==> src/rtl/sev_pkg.sv <==
// Package for the string escape validator: scan phase type, character codes,
// stream field layout and byte classifiers. No dependencies.
package sev_pkg;

    localparam int BYTE_W    = 8;
    localparam int FIELD_W   = 24;
    localparam int S_DATA_W  = 56;
    localparam int M_DATA_W  = 56;

    // Input tdata layout
    localparam int S_BYTE_LSB = 0;
    localparam int S_LINE_LSB = 8;
    localparam int S_COL_LSB  = 32;

    // Output tdata layout
    localparam int M_VALID_BIT = 0;
    localparam int M_LINE_LSB  = 1;
    localparam int M_COL_LSB   = 25;
    localparam int M_USED_W    = 49;

    typedef enum logic [2:0] {
        PH_TEXT      = 3'd0,
        PH_ESCAPE    = 3'd1,
        PH_U         = 3'd2,
        PH_HEX_FIRST = 3'd3,
        PH_HEX_MORE  = 3'd4,
        PH_INTERP    = 3'd5,
        PH_FAILED    = 3'd6
    } t_phase;

    localparam logic [7:0] CH_N         = 8'h6E;
    localparam logic [7:0] CH_T         = 8'h74;
    localparam logic [7:0] CH_R         = 8'h72;
    localparam logic [7:0] CH_ZERO      = 8'h30;
    localparam logic [7:0] CH_DQUOTE    = 8'h22;
    localparam logic [7:0] CH_SQUOTE    = 8'h27;
    localparam logic [7:0] CH_BACKSLASH = 8'h5C;
    localparam logic [7:0] CH_LPAREN    = 8'h28;
    localparam logic [7:0] CH_RPAREN    = 8'h29;
    localparam logic [7:0] CH_U         = 8'h75;
    localparam logic [7:0] CH_LBRACE    = 8'h7B;
    localparam logic [7:0] CH_RBRACE    = 8'h7D;
    localparam logic [7:0] CH_NEWLINE   = 8'h0A;

    function automatic logic is_hex(input logic [7:0] b);
        is_hex = (b >= 8'h30 && b <= 8'h39) || (b >= 8'h61 && b <= 8'h66) ||
                 (b >= 8'h41 && b <= 8'h46);
    endfunction

    function automatic logic is_plain_escape(input logic [7:0] b);
        is_plain_escape = (b == CH_N) || (b == CH_T) || (b == CH_R) || (b == CH_ZERO) ||
                          (b == CH_DQUOTE) || (b == CH_SQUOTE) || (b == CH_BACKSLASH);
    endfunction

endpackage

==> src/rtl/string_escape_validator.sv <==
// String-literal escape validator, top level.
// Depends on sev_pkg.
//
// Usage:
//   s_axis carries one body byte per transfer. tuser marks the first byte of a
//   body (its start line and column are loaded from tdata), tlast the final one.
//   m_axis carries one result per body, sent after the transfer with tlast.
//   The result says whether every backslash escape was valid and, if not, the
//   line and column of the first bad backslash (zero when valid).
// Timing:
//   One byte per cycle while s_axis_tready is high. Each byte updates the scan state;
//   the result is registered into the output stage and then offered on m_axis.
//   A two-entry output stage (result register plus skid register) lets bytes
//   keep flowing while a result waits; s_axis_tready drops only when both
//   entries hold results, and rises again once the receiver takes one.
// Reset:
//   i_rst_n (synchronous, active low) clears the scan state, the position
//   counters and both output entries.
module string_escape_validator #(
    parameter int POSITION_BITS = 24,
    parameter int NEST_BITS     = 16
) (
    input  logic                          i_clk,
    input  logic                          i_rst_n,
    input  logic                          s_axis_tvalid,
    output logic                          s_axis_tready,
    // [7:0] body_byte, [31:8] origin_line, [55:32] start_column
    input  logic [sev_pkg::S_DATA_W-1:0]  s_axis_tdata,
    // [0] first_byte
    input  logic [0:0]                    s_axis_tuser,
    input  logic                          s_axis_tlast,
    output logic                          m_axis_tvalid,
    input  logic                          m_axis_tready,
    // [0] escapes_valid, [24:1] error_line, [48:25] error_column, [55:49] zero
    output logic [sev_pkg::M_DATA_W-1:0]  m_axis_tdata
);

    localparam int PW = POSITION_BITS;
    localparam int NW = NEST_BITS;

    // Scan state
    sev_pkg::t_phase r_phase, n_phase;
    logic [NW-1:0]   r_depth, n_depth;
    logic [PW-1:0]   r_line, n_line;
    logic [PW-1:0]   r_col, n_col;
    logic [PW-1:0]   r_bs_col, n_bs_col;
    logic [PW-1:0]   r_fail_line, n_fail_line;
    logic [PW-1:0]   r_fail_col, n_fail_col;

    // Output stage
    logic                          r_out_valid, r_skid_valid;
    logic [sev_pkg::M_DATA_W-1:0]  r_out_data, r_skid_data;

    logic                          in_xfer, out_take, res_valid;
    logic [sev_pkg::M_DATA_W-1:0]  res_data;

    logic [7:0]      b;
    sev_pkg::t_phase ph0, ph1, ph_end;
    logic [NW-1:0]   dep0, dep1;
    logic [PW-1:0]   line0, col0, bs0, fl0, fc0;
    logic [PW-1:0]   line1, col1, bs1, fl1, fc1, fl_end, fc_end;

    assign s_axis_tready = !r_skid_valid;
    assign in_xfer       = s_axis_tvalid && s_axis_tready;
    assign out_take      = r_out_valid && m_axis_tready;
    assign m_axis_tvalid = r_out_valid;
    assign m_axis_tdata  = r_out_data;

    assign b = s_axis_tdata[sev_pkg::S_BYTE_LSB +: sev_pkg::BYTE_W];

    // First byte of a body restarts the scan at the supplied position
    always_comb begin
        if (s_axis_tuser[0]) begin
            ph0   = sev_pkg::PH_TEXT;
            dep0  = '0;
            line0 = PW'(s_axis_tdata[sev_pkg::S_LINE_LSB +: sev_pkg::FIELD_W]);
            col0  = PW'(s_axis_tdata[sev_pkg::S_COL_LSB +: sev_pkg::FIELD_W]);
            bs0   = '0;
            fl0   = '0;
            fc0   = '0;
        end else begin
            ph0   = r_phase;
            dep0  = r_depth;
            line0 = r_line;
            col0  = r_col;
            bs0   = r_bs_col;
            fl0   = r_fail_line;
            fc0   = r_fail_col;
        end
    end

    // Escape checking; a failure records the backslash position
    always_comb begin
        ph1  = ph0;
        dep1 = dep0;
        bs1  = bs0;
        fl1  = fl0;
        fc1  = fc0;
        case (ph0)
            sev_pkg::PH_ESCAPE: begin
                if (sev_pkg::is_plain_escape(b)) begin
                    ph1 = sev_pkg::PH_TEXT;
                end else if (b == sev_pkg::CH_LPAREN) begin
                    ph1  = sev_pkg::PH_INTERP;
                    dep1 = NW'(1);
                end else if (b == sev_pkg::CH_U) begin
                    ph1 = sev_pkg::PH_U;
                end else begin
                    ph1 = sev_pkg::PH_FAILED;
                    fl1 = line0;
                    fc1 = bs0;
                end
            end
            sev_pkg::PH_U: begin
                if (b == sev_pkg::CH_LBRACE) begin
                    ph1 = sev_pkg::PH_HEX_FIRST;
                end else begin
                    ph1 = sev_pkg::PH_FAILED;
                    fl1 = line0;
                    fc1 = bs0;
                end
            end
            sev_pkg::PH_HEX_FIRST: begin
                if (sev_pkg::is_hex(b)) begin
                    ph1 = sev_pkg::PH_HEX_MORE;
                end else begin
                    ph1 = sev_pkg::PH_FAILED;
                    fl1 = line0;
                    fc1 = bs0;
                end
            end
            sev_pkg::PH_HEX_MORE: begin
                if (b == sev_pkg::CH_RBRACE) begin
                    ph1 = sev_pkg::PH_TEXT;
                end else if (!sev_pkg::is_hex(b)) begin
                    ph1 = sev_pkg::PH_FAILED;
                    fl1 = line0;
                    fc1 = bs0;
                end
            end
            sev_pkg::PH_INTERP: begin
                if (b == sev_pkg::CH_LPAREN) begin
                    if (!(&dep0)) dep1 = dep0 + NW'(1);
                end else if (b == sev_pkg::CH_RPAREN) begin
                    if (dep0 != '0) dep1 = dep0 - NW'(1);
                end
                if (dep1 == '0) ph1 = sev_pkg::PH_TEXT;
            end
            sev_pkg::PH_FAILED: begin
                ph1 = sev_pkg::PH_FAILED;
            end
            default: begin
                ph1 = sev_pkg::PH_TEXT;
                if (b == sev_pkg::CH_BACKSLASH) begin
                    bs1 = col0;
                    ph1 = sev_pkg::PH_ESCAPE;
                end
            end
        endcase
    end

    // Position tracking, saturating
    always_comb begin
        line1 = line0;
        col1  = col0;
        if (b == sev_pkg::CH_NEWLINE) begin
            if (!(&line0)) line1 = line0 + PW'(1);
            col1 = PW'(1);
        end else if (!(&col0)) begin
            col1 = col0 + PW'(1);
        end
    end

    // End of body: an unfinished escape fails, then the result is formed
    always_comb begin
        ph_end = ph1;
        fl_end = fl1;
        fc_end = fc1;
        if (ph1 == sev_pkg::PH_ESCAPE || ph1 == sev_pkg::PH_U ||
            ph1 == sev_pkg::PH_HEX_FIRST || ph1 == sev_pkg::PH_HEX_MORE) begin
            ph_end = sev_pkg::PH_FAILED;
            fl_end = line1;
            fc_end = bs1;
        end
        res_valid = in_xfer && s_axis_tlast;
        res_data  = '0;
        if (ph_end == sev_pkg::PH_FAILED) begin
            res_data[sev_pkg::M_LINE_LSB +: sev_pkg::FIELD_W] = sev_pkg::FIELD_W'(fl_end);
            res_data[sev_pkg::M_COL_LSB +: sev_pkg::FIELD_W]  = sev_pkg::FIELD_W'(fc_end);
        end else begin
            res_data[sev_pkg::M_VALID_BIT] = 1'b1;
        end
    end

    always_comb begin
        n_line   = line1;
        n_col    = col1;
        n_bs_col = bs1;
        if (s_axis_tlast) begin
            n_phase     = sev_pkg::PH_TEXT;
            n_depth     = '0;
            n_fail_line = '0;
            n_fail_col  = '0;
        end else begin
            n_phase     = ph1;
            n_depth     = dep1;
            n_fail_line = fl1;
            n_fail_col  = fc1;
        end
    end

    always_ff @(posedge i_clk) begin
        if (!i_rst_n) begin
            r_phase     <= sev_pkg::PH_TEXT;
            r_depth     <= '0;
            r_line      <= '0;
            r_col       <= '0;
            r_bs_col    <= '0;
            r_fail_line <= '0;
            r_fail_col  <= '0;
        end else if (in_xfer) begin
            r_phase     <= n_phase;
            r_depth     <= n_depth;
            r_line      <= n_line;
            r_col       <= n_col;
            r_bs_col    <= n_bs_col;
            r_fail_line <= n_fail_line;
            r_fail_col  <= n_fail_col;
        end
    end

    // Output register with skid entry; skid fills only when the output is stalled
    always_ff @(posedge i_clk) begin
        if (!i_rst_n) begin
            r_out_valid  <= 1'b0;
            r_skid_valid <= 1'b0;
        end else if (r_skid_valid) begin
            if (out_take) begin
                r_skid_valid <= 1'b0;
            end
        end else if (!r_out_valid || out_take) begin
            r_out_valid <= res_valid;
        end else if (res_valid) begin
            r_skid_valid <= 1'b1;
        end
    end

    always_ff @(posedge i_clk) begin
        if (r_skid_valid) begin
            if (out_take) r_out_data <= r_skid_data;
        end else if (!r_out_valid || out_take) begin
            if (res_valid) r_out_data <= res_data;
        end else if (res_valid) begin
            r_skid_data <= res_data;
        end
    end

endmodule

==> config.mk <==
export PLATFORM = sky130hd
export DESIGN_NAME = string_escape_validator
export DESIGN_NICKNAME = d
export VERILOG_FILES = /design/src/rtl/sev_pkg.sv /design/src/rtl/string_escape_validator.sv
export SDC_FILE = /design/constraint.sdc
export NUM_CORES = 1
export LEC_CHECK = 0
export BUFFER_PORTS_ARGS = -buffer_cell sky130_fd_sc_hd__clkbuf_2
export CAP_MARGIN = 20
export CORE_UTILIZATION = 40
export CTS_CLUSTER_SIZE = 20
export DETAILED_ROUTE_END_ITERATION = 6
export GPL_ROUTABILITY_DRIVEN = 0
export PLACE_DENSITY = 0.53
export RECOVER_POWER = 25
export SETUP_SLACK_MARGIN = 0.15
export SLEW_MARGIN = 20
export SYNTH_ARGS = -nofsm -noshare
export SYNTH_HDL_FRONTEND = slang
export SYNTH_SLANG_ARGS = --single-unit
==> constraint.sdc <==
create_clock -name i_clk -period 5.4 [get_ports i_clk]
set_input_delay 0.27 -clock i_clk [delete_from_list [all_inputs] [get_ports i_clk]]
set_output_delay 0.27 -clock i_clk [all_outputs]
set_load 0.02 [all_outputs]
After elaboration in Yosys (flattened, before gate mapping)
Cells that the tools add are included.

Register bits after elaboration: 246. Input bits: 62. Output and inout port bits: 58. Word-level logic and storage cells: 141.

Add/sub/neg operators: 4. Magnitude comparators: 6. Equal/unequal tests: 25. Mux-type cells: 62. Bitwise operators: 2. Reduce and logical (&&, ||, !) cells: 31.

Operator list (count): 2-to-1 mux 24 bit (27); 2-to-1 mux 56 bit (4); case mux 24 bit (4 select lines) (2); 2-to-1 mux 16 bit (9); equality test 8 x 7 -> 1 bit (second input constant) (7); adder 24 x 1 -> 24 bit (second input constant) (2); 2-to-1 mux 48 bit (1); AND reduction 24 bit (2); equality test 8 x 6 -> 1 bit (second input constant) (5); case mux 16 bit (2 select lines) (1); 2-to-1 mux 3 bit (10); case mux 3 bit (6 select lines) (1); adder 16 x 1 -> 16 bit (second input constant) (1); >= comparator 8 x 7 -> 1 bit (second input constant) (2); less-or-equal comparator 8 x 7 -> 1 bit (second input constant) (2); zero test 16 bit (1); AND reduction 16 bit (1); nonzero test 16 bit (1); subtractor 16 x 1 -> 16 bit (second input constant) (1); equality test 3 bit (second input constant) (5); equality test 3 x 2 -> 1 bit (second input constant) (4); logical OR 1 bit (12); equality test 8 x 4 -> 1 bit (second input constant) (1); >= comparator 8 x 6 -> 1 bit (second input constant) (1); other kinds (12) (27).

Logic depth before layout (Yosys ltp)
Gate-level depths: netlist of the first run.

Depth in word-level cells: 19. Mapped depth: 18. Gate-level depth less buffers: 13.

Worst setup path before layout of the first run
Ideal clock, no wire load.

Kind: register -> register. Start: register r_skid_valid. End: register r_out_data (netlist bit m_axis_tdata[0]) (enable). Setup time: 0.472 ns. Data arrival time: 3.335 ns. Data required time: 4.928 ns. Path slack: 1.593 ns. Stages on the path, launching flop included: 5. Period minus slack after synthesis: 3.807 ns. Cell sequence: dfxtp_1 -> clkbuf_1 -> clkbuf_1 -> nand2_1 -> a21oi_1.

Longest elaborated chain between the ends: 5. Elaborated cells on any way between the ends: 7.

RTL lines: start, declared (RTL line string_escape_validator.sv:51) `logic r_out_valid, r_skid_valid;`; start signal, assigned (RTL line string_escape_validator.sv:236) `r_skid_valid <= 1'b0;`; start signal, assigned (RTL line string_escape_validator.sv:239) `r_skid_valid <= 1'b0;`; start signal, assigned (RTL line string_escape_validator.sv:244) `r_skid_valid <= 1'b1;`; zero test 1 bit (RTL line string_escape_validator.sv:63) `assign s_axis_tready = !r_skid_valid;`; logical AND 1 bit (RTL line string_escape_validator.sv:64) `assign in_xfer = s_axis_tvalid && s_axis_tready;`; logical AND 1 bit (RTL line string_escape_validator.sv:185) `res_valid = in_xfer && s_axis_tlast;`; nonzero test 2 bit (no line); AND reduction 3 bit (no line) (*); end signal, assigned (RTL line string_escape_validator.sv:250) `if (out_take) r_out_data <= r_skid_data;`; end signal, assigned (RTL line string_escape_validator.sv:252) `if (res_valid) r_out_data <= res_data;`; end, declared (RTL line string_escape_validator.sv:52) `logic [sev_pkg::M_DATA_W-1:0] r_out_data, r_skid_data;`.

Every way passes the cells marked *; elsewhere a longest branch is shown, timed or not. A chain may end at the register's enable or synchronous reset.

Worst setup path after layout of the first run
Start: register r_skid_valid. End: register r_skid_data[19] (netlist bit) (enable).

Longest elaborated chain between the ends: 4. Elaborated cells on any way between the ends: 5.

RTL lines: zero test 1 bit (RTL line string_escape_validator.sv:63); logical AND 1 bit (RTL line string_escape_validator.sv:64); logical AND 1 bit (RTL line string_escape_validator.sv:185); AND reduction 3 bit (no line) (*); end signal, assigned (RTL line string_escape_validator.sv:254) `r_skid_data <= res_data;`; end, declared (RTL line string_escape_validator.sv:52).

Marks and branches as above.

==> impl_metrics.tcl, run 1 <==
set metrics [dict create \
    cts_tree "built" \
    critPathLaunchType "register" \
    ir_drop_uv 220 \
    fmax_mhz 236 \
    p_clk_frac 0.435 \
    drt_wl_total_microns 40600 \
    crit_start "r_skid_valid" \
    synthTopCellsByArea "edfxtp_1 22%, dfxtp_1 21%, mux2i_1 6.2%, nor2_1 6.2%, nand2_1 4.8%" \
    grt_max_degree 70 \
    synthArstFlopShare 0 \
    setup_tns_ps 0 \
    synth_cell_type_count 97 \
    yosys.area.top_type "edfxtp_1" \
    outcome "complete, but fails checks" \
    p_sw_mw 1.03 \
    hold_start "i_rst_n" \
    drive_above_1_share 0.103 \
    hold-path-cell-count 3 \
    clkTransAtPathRegs_ps 60 \
    slew_viol_final 106 \
    violations "max-capacitance violations, max-slew violations" \
    first_iter_violations 923 \
    finClkSkew_ps 8.97 \
    core-area_sq_um 33500 \
    die_width_microns 187 \
    period_minus_slack_ps 4240 \
    path_max_fanout 55 \
    die_h_microns 187 \
    htreeDepth 1 \
    first_global_vias 11128 \
    avgSynthCellArea_sq_um 8.56 \
    comb_power_share 0.087 \
    insertedDiodeCount 0 \
    hold_viol 0 \
    yosys_most_used_dff "dfxtp_1" \
    root_buffer "clkbuf_16" \
    reg2regPathDepth 3 \
    io_buffers 112 \
    rows 67 \
    grt_pass1_wl_microns 63800 \
    synth_top_area_share 0.216 \
    drt_first_pass_iters 5 \
    fin_util 0.451 \
    layout_commonest_cell "nor2_1" \
    maxCapViolations 2 \
    fin_crit_sh 0.785 \
    final_antenna_net_count 0 \
    antenna_found_initial 0 \
    yosys_warnings 0 \
    syn_inst 1591 \
    min_path_type "input pin to register" \
    post_cts_buffers 0 \
    hold_ws_ps 96.1 \
    cp_data_required_time_ps 5510 \
    syn_area_sq_um 13600 \
    clock-sinks 239 \
    grt_overflow_total 0 \
    r2r_start "r_skid_valid" \
    arrival_ps 4340 \
    final_nets 1691 \
    pre_cts_slack_ps 1440 \
    cts_resized 0 \
    rsz0062_at_grt "no" \
    ys_seq_area_frac 0.423 \
    final_cell_mix "221 x nor2_1, 174 x nand2_1, 141 x dfxtp_1, 108 x o21ai_0, 101 x a21oi_1" \
    vias 12033 \
    synth_edf_count 98 \
    clock_path_buffers 3 \
    dieArea_sq_um 34800 \
    path_class "register to register" \
    worstMarginPinSlew_ps 2330 \
    seq_power_share 0.478 \
    areaGrowthSynthToFinish_pct 11.1 \
    cp-end-kind "register" \
    io_pins 120 \
    max_slew_margin -0.556 \
    powerDensity_nw_per_um2 269 \
    via_per_inst 5.74 \
    cts_buffers 28 \
    grt_use_total 0.225 \
    wl_per_cell_microns 19.4 \
    synth-seq-cells 239 \
    internal-power_mw 3.04 \
    ctsHoldBuffers 1 \
    leakage_nw 5.34 \
    clock_latency_ps 540 \
    swShare 0.254 \
    setup_ws_ps 1160 \
    place.detailed.hpwl_microns 27200 \
    setup_violations 0 \
    drc 0 \
    initial_core_util 0.406 \
]
-- logic make-up after synthesis --
| group | Yosys count | synth area share |
|---|---|---|
| adders and majority gates | 4 | 0.00367 |
| xor gates and xnor gates | 42 | 0.0270 |
| other | 1 | 0.000275 |
| and+or+nand+nor | 646 | 0.229 |
| buffers and inverters | 153 | 0.0519 |
| AOI/OAI and AO/OA | 407 | 0.191 |
| DFF | 239 | 0.423 |
| muxes | 99 | 0.0740 |
-- per-layer routing --
metal | track usage | vias up | part of all wire
li1 | - | 5846 | -
met1 | 0.341 | 5785 | 0.50
met2 | 0.342 | 355 | 0.43
met3 | 0.0271 | 47 | 0.056
met4 | 0.0457 | 0 | 0.017
met5 | 0 | - | 0
-- registers in the layout (all words and copies together) (netlist names) --
signal / flops
m_axis_tvalid: 1
r_fail_line: 24
r_line: 24
r_phase: 3
r_bs_col: 24
r_skid_valid: 1
r_depth: 16
r_skid_data: 49
m_axis_tdata: 49
r_col: 24
r_fail_col: 24
-- synthesized netlist by cell type, types with 8 or more instances --
master	instances
nor2_1	224
nand2_1	175
dfxtp_1	141
o21ai_0	109
a21oi_1	101
edfxtp_1	98
mux2i_1	85
clkbuf_1	75
a22oi_1	70
nand3_1	61
nor3_1	46
buf_2	33
xor2_1	26
inv_1	17
nand4_1	17
nand3b_1	16
xnor2_1	16
mux2_2	14
and3_1	12
buf_4	12
nand2b_1	12
nor4_1	11
o21ai_1	11
a31oi_1	10
nor2b_1	10
o211ai_1	10
a221oi_1	9
a211oi_1	8
and2_1	8
-- critical path: stages (launching register included) --
cell     delay, ps
dfxtp_1       1000
nor2b_4        340
buf_4          570
and3_1        1850
-- per-stage QoR --
stage	std cells	instance area [sq um]	power, mW
3_3_place_gp	2042	14300	2.33
6_report	2095	15100	4.07
5_1_grt	2095	15100	4.21
2_1_floorplan	1597	13600	2.21
3_5_place_dp	2042	14400	2.34
4_1_cts	2095	15200	4.12
-- worst paths after layout --
path                                        end  slack (ps)
worst max-delay path            r_skid_data[19]        1160
worst min-delay path                   r_col[0]         100
worst max register to register  r_skid_data[19]        1160
worst min register to register        r_col[23]         450
-- final cells by class --
class / instances / area (sq um)
fillers: 3349 / 18400
flip-flops and latches: 239 / 5770
clock inverters: 7 / 42.5
repair buffers: 132 / 668
well taps: 448 / 561
multi-input cells: 1205 / 7220
inverters: 19 / 72.6
clock buffers: 45 / 810
-- power by group through the flow --
| stage | clock network (mW) | registers [mW] | logic, mW |
|---|---|---|---|
| global route | 1.88 | 1.95 | 0.383 |
| floorplan | 0 | 1.99 | 0.221 |
| finish | 1.77 | 1.95 | 0.353 |
| detailed placement | 0 | 1.98 | 0.353 |
| global placement | 0 | 1.98 | 0.352 |
| CTS | 1.82 | 1.94 | 0.355 |
Power figures use the tool's default switching activity.
==> run 2, diff against run 1 <==
==> constraint.sdc (replaced) <==
create_clock -name i_clk -period 4.02 [get_ports i_clk]
set_input_delay 0.201 -clock i_clk [delete_from_list [all_inputs] [get_ports i_clk]]
set_output_delay 0.201 -clock i_clk [all_outputs]
set_load 0.02 [all_outputs]
==> impl_metrics.tcl, run 2 (synthesized netlist as in run 1, its figures left out) <==
set metrics [dict create \
    worstMarginPinSlew_ps 1540 \
    leakage_nw 5.54 \
    dpl_cell_area_sq_um 14600 \
    fin_util 0.463 \
    initial_core_util 0.406 \
    cp_cell_sequence "nand2_1 -> inv_1 -> ha_1 -> nand4b_1 -> or3_4 -> o21a_1 -> and3_1 -> a221o_1 -> a2111o_1 -> nor4_2 -> a311o_1 -> a21oi_1" \
    arrival_ps 3900 \
    root_buffer "clkbuf_16" \
    drc 0 \
    outcome "complete, but fails checks" \
    reg2regPathDepth 12 \
    final_cell_mix "222 x nor2_1, 174 x nand2_1, 141 x dfxtp_1, 108 x o21ai_0, 101 x a21oi_1" \
    first_iter_violations 1065 \
    die_width_microns 187 \
    min_path_type "input pin to register" \
    clock-sinks 239 \
    clock_path_buffers 3 \
    wl_per_cell_microns 18.9 \
    io_pins 120 \
    drt_wl_total_microns 40000 \
    final_nets 1715 \
    areaGrowthSynthToFinish_pct 13.8 \
    cts_tree "built" \
    final_antenna_net_count 0 \
    maxCapViolations 1 \
    hold-path-cell-count 3 \
    total_power_mw 5.82 \
    cp-endpoint "r_phase[2]" \
    hold_viol 0 \
    rows 67 \
    clkTransAtPathRegs_ps 60 \
    setup_violations 0 \
    finClkSkew_ps 22.7 \
    drt_first_pass_iters 5 \
    cts_buffers 28 \
    critPathLaunchType "register" \
    antenna_found_initial 0 \
    die_h_microns 187 \
    r2r_end "r_phase[2]" \
    crit_family "simple AND/OR/NAND/NOR gates" \
    fin_area_sq_um 15500 \
    first_global_vias 11140 \
    grt_pass1_wl_microns 63500 \
    vias 12053 \
    insertedDiodeCount 0 \
    cpMaxStageDelayCell "dfxtp_1" \
    r2r_setup_slack_ps 510 \
    fmax_mhz 285 \
    path_class "register to register" \
    r2r_start "r_depth[0]" \
    max_slew_margin -0.0350 \
    setup_tns_ps 0 \
    crit_start "r_depth[0]" \
    grt_overflow_total 0 \
    crit_buf_inv 1 \
    path_max_fanout 10 \
    slowest_delay_ps 500 \
    drive_above_1_share 0.115 \
    violations "max-capacitance violations, max-slew violations" \
    period_minus_slack_ps 3510 \
    clock_latency_ps 570 \
    powerDensity_nw_per_um2 375 \
    via_per_inst 5.69 \
    htreeDepth 1 \
    slew_viol_final 38 \
    fin_crit_sh 0.873 \
    path_depth 12 \
    layout_commonest_cell "nor2_1" \
    cp_data_required_time_ps 4410 \
    cp-end-kind "register" \
    place.detailed.hpwl_microns 27100 \
    rsz0062_at_grt "no" \
    grt_max_degree 117 \
    core-area_sq_um 33500 \
    dieArea_sq_um 34800 \
    cts_resized 0 \
    ir_drop_uv 324 \
    io_buffers 112 \
    grt_use_total 0.226 \
]
run 2: changes by cell type in the layout (fill, tap and decap cells not counted), moves of 2 or more:
| cell | delta |
|---|---|
| clkinv_4 | +2 |
| bufinv_16 | +5 |
| buf_12 | +5 |
| clkinv_1 | +2 |
| buf_4 | +17 |
| clkbuf_1 | -4 |
| clkinv_2 | -4 |
run 2: worst min path at each step:
stage | start | end
2_1_floorplan | m_axis_tready | r_skid_valid
3_3_place_gp | r_col[9] | r_col[9]
3_5_place_dp | r_col[19] | r_col[19]
4_1_cts | i_rst_n | r_phase[0]
5_1_grt | s_axis_tvalid | m_axis_tvalid
6_report | s_axis_tvalid | m_axis_tvalid
run 2: routing by layer:
metal / global-route usage / share of wire / wire length (microns)
met1: 0.343 / 0.49 / 19700
met2: 0.343 / 0.43 / 17300
met3: 0.0256 / 0.057 / 2280
met4: 0.0438 / 0.017 / 662
met5: 0 / 0 / 0
run 2: worst min-delay path, stage by stage:
cell	delay, ps
clkbuf_2	140
nand3_1	120
a21oi_1	70
run 2: stage by stage:
step | setup slack, ps | hold slack, ps | std cells
global route | 248 | 32.6 | 2119
floorplan | 213 | 317 | 1597
global placement | 505 | 437 | 2065
finish | 510 | 10.8 | 2119
CTS | 538 | 22.1 | 2119
detailed placement | 472 | 443 | 2065
run 2: area by class of cell:
cell class                      count  area, sq um
Inverter                           19         72.6
Tap cell                          448          561
Sequential cell                   239         5770
Multi-Input combinational cell   1205         7210
Fill cell                        3336        18000
Clock buffer                       39          772
Clock inverter                     13          225
Timing Repair Buffer              156          910
run 2: repair_timing:
| item | in CTS | in global routing |
|---|---|---|
| endpoints found under the hold margin | 1 | 0 |
| buffers inserted | 0 | 0 |
| hold buffers | 2 | 0 |
run 2: power breakdown:
group | switching (mW) | internal, mW | total, mW
sequential | 0.0393 | 2.57 | 2.61
combinational | 0.337 | 0.155 | 0.492
clock | 1.06 | 1.67 | 2.73
==> run 3, diff against run 2 <==
--- a/config.mk
+++ b/config.mk
@@ -7,11 +7,11 @@
 export LEC_CHECK = 0
 export BUFFER_PORTS_ARGS = -buffer_cell sky130_fd_sc_hd__clkbuf_2
 export CAP_MARGIN = 20
-export CORE_UTILIZATION = 40
+export CORE_UTILIZATION = 42
 export CTS_CLUSTER_SIZE = 20
 export DETAILED_ROUTE_END_ITERATION = 6
 export GPL_ROUTABILITY_DRIVEN = 0
-export PLACE_DENSITY = 0.53
+export PLACE_DENSITY = 0.56
 export RECOVER_POWER = 25
 export SETUP_SLACK_MARGIN = 0.15
 export SLEW_MARGIN = 20
==> impl_metrics.tcl, run 3 (synthesized netlist as in run 1, its figures left out) <==
set metrics [dict create \
    cts_buffers 28 \
    insertedDiodeCount 0 \
    period_minus_slack_ps 3660 \
    drc 0 \
    max_slew_margin -0.374 \
    first_global_vias 11367 \
    cp-endpoint "r_phase[2]" \
    setup_violations 0 \
    fin_area_sq_um 15300 \
    initial_core_util 0.430 \
    grt_overflow_total 0 \
    min_path_type "input pin to register" \
    cts_tree "built" \
    maxCapViolations 2 \
    place.detailed.hpwl_microns 27900 \
    total_power_mw 5.57 \
    io_buffers 112 \
    comb_power_share 0.088 \
    cpMaxStageDelayCell "dfxtp_1" \
    r2r_setup_slack_ps 360 \
    num-fill-cells 3141 \
    finClkSkew_ps 9.42 \
    clkTransAtPathRegs_ps 60 \
    via_per_inst 5.93 \
    cts_resized 0 \
    ctsHoldBuffers 2 \
    drive_above_1_share 0.113 \
    ir_drop_uv 315 \
    worstMarginPinSlew_ps 2060 \
    outcome "complete, but fails checks" \
    p_sw_mw 1.41 \
    layout_commonest_cell "nor2_1" \
    internal-power_mw 4.16 \
    vias 12259 \
    r2r_end "r_phase[2]" \
    powerDensity_nw_per_um2 364 \
    areaGrowthSynthToFinish_pct 12.3 \
    cp_cell_sequence "nand2_1 -> inv_1 -> ha_1 -> nand4b_1 -> or3_4 -> o21ai_0 -> o32a_1 -> o2bb2ai_1 -> a2111o_1 -> nor4_2 -> a311o_1 -> a21oi_1" \
    root_buffer "clkbuf_16" \
    die_width_microns 182 \
    dieArea_sq_um 33200 \
    die_h_microns 182 \
    r2r_start "r_depth[0]" \
    critPathLaunchType "register" \
    final_antenna_net_count 0 \
    reg2regPathDepth 12 \
    core-area_sq_um 31700 \
    io_pins 120 \
    dpl_cell_area_sq_um 14500 \
    htreeDepth 1 \
    grt_use_total 0.244 \
    clock_latency_ps 560 \
    cp-end-kind "register" \
    slew_viol_final 104 \
    path_max_fanout 10 \
    post_cts_buffers 0 \
    first_iter_violations 987 \
    leakage_nw 5.47 \
    antenna_found_initial 0 \
    swShare 0.253 \
    drt_first_pass_iters 7 \
    drt_wl_total_microns 40900 \
    path_class "register to register" \
    final_nets 1713 \
    seq_power_share 0.469 \
    grt_pass1_wl_microns 64700 \
    slowest_delay_ps 510 \
    rsz0062_at_grt "no" \
    rows 65 \
    grt_max_degree 85 \
    wl_per_cell_microns 19.8 \
    final_cell_mix "221 x nor2_1, 174 x nand2_1, 141 x dfxtp_1, 108 x o21ai_0, 101 x a21oi_1" \
    crit_start "r_depth[0]" \
    hold_viol 1 \
    violations "negative hold slack, max-capacitance violations, max-slew violations" \
    cp_data_required_time_ps 4370 \
    fmax_mhz 274 \
    hold_ws_ps -20.0 \
    p_clk_frac 0.443 \
    clock_path_buffers 3 \
    fin_crit_sh 0.909 \
    clock-sinks 239 \
    arrival_ps 4010 \
    setup_tns_ps 0 \
]
## run 3: cell count changes in the layout (fill, tap and decap cells not counted), sizes merged
cell and change:
inv +1, clkbuf +5, buf -4, bufinv -3
clkinvlp -3
## run 3: layer usage
metal	track usage	vias up	share of wire
met5	0	-	0
met4	0.0592	0	0.020
met3	0.0279	62	0.057
met2	0.400	394	0.46
met1	0.342	5906	0.46
li1	-	5897	-
## run 3: power by group through the flow
stage	Combinational [mW]	Clock, mW	Sequential [mW]
3_3_place_gp	0.489	0	2.66
3_5_place_dp	0.491	0	2.66
5_1_grt	0.530	2.61	2.62
2_1_floorplan	0.297	0	2.67
6_report	0.489	2.47	2.61
4_1_cts	0.494	2.52	2.61
## run 3: stage by stage
stage          setup slack (ps)  instances  utilization
6_report                    365       2069        0.482
4_1_cts                     491       2069        0.485
2_1_floorplan               213       1597            -
3_5_place_dp                516       2017        0.457
5_1_grt                     143       2069        0.482
3_3_place_gp                584       2017        0.457
## run 3: area by class of cell
cell class                      count  area [sq um]  area share
Clock buffer                       42           763      0.0499
Clock inverter                      8           119     0.00777
Inverter                           19          71.3     0.00466
Multi-Input combinational cell   1205          7210       0.471
Sequential cell                   239          5770       0.377
Tap cell                          402           503      0.0329
Timing Repair Buffer              154           866      0.0566
## run 3: critical path: cells and delay by family, from the launching register on
family,cells,cell delay [ps]
adders and majority gates,1,200
buffers and inverters,1,160
and+or+nand+nor,4,1030
AOI/OAI and AO/OA,6,1560
DFF,1,510
## run 3: worst min path at each step
stage                             start       endpoint  cells after the start
after detailed placement  m_axis_tready   r_skid_valid                      2
after global placement    m_axis_tready   r_skid_valid                      2
after CTS                 s_axis_tvalid  m_axis_tvalid                      3
after floorplan           m_axis_tready   r_skid_valid                      1
after global routing      s_axis_tvalid  m_axis_tvalid                      3
final                     s_axis_tvalid  m_axis_tvalid                      3
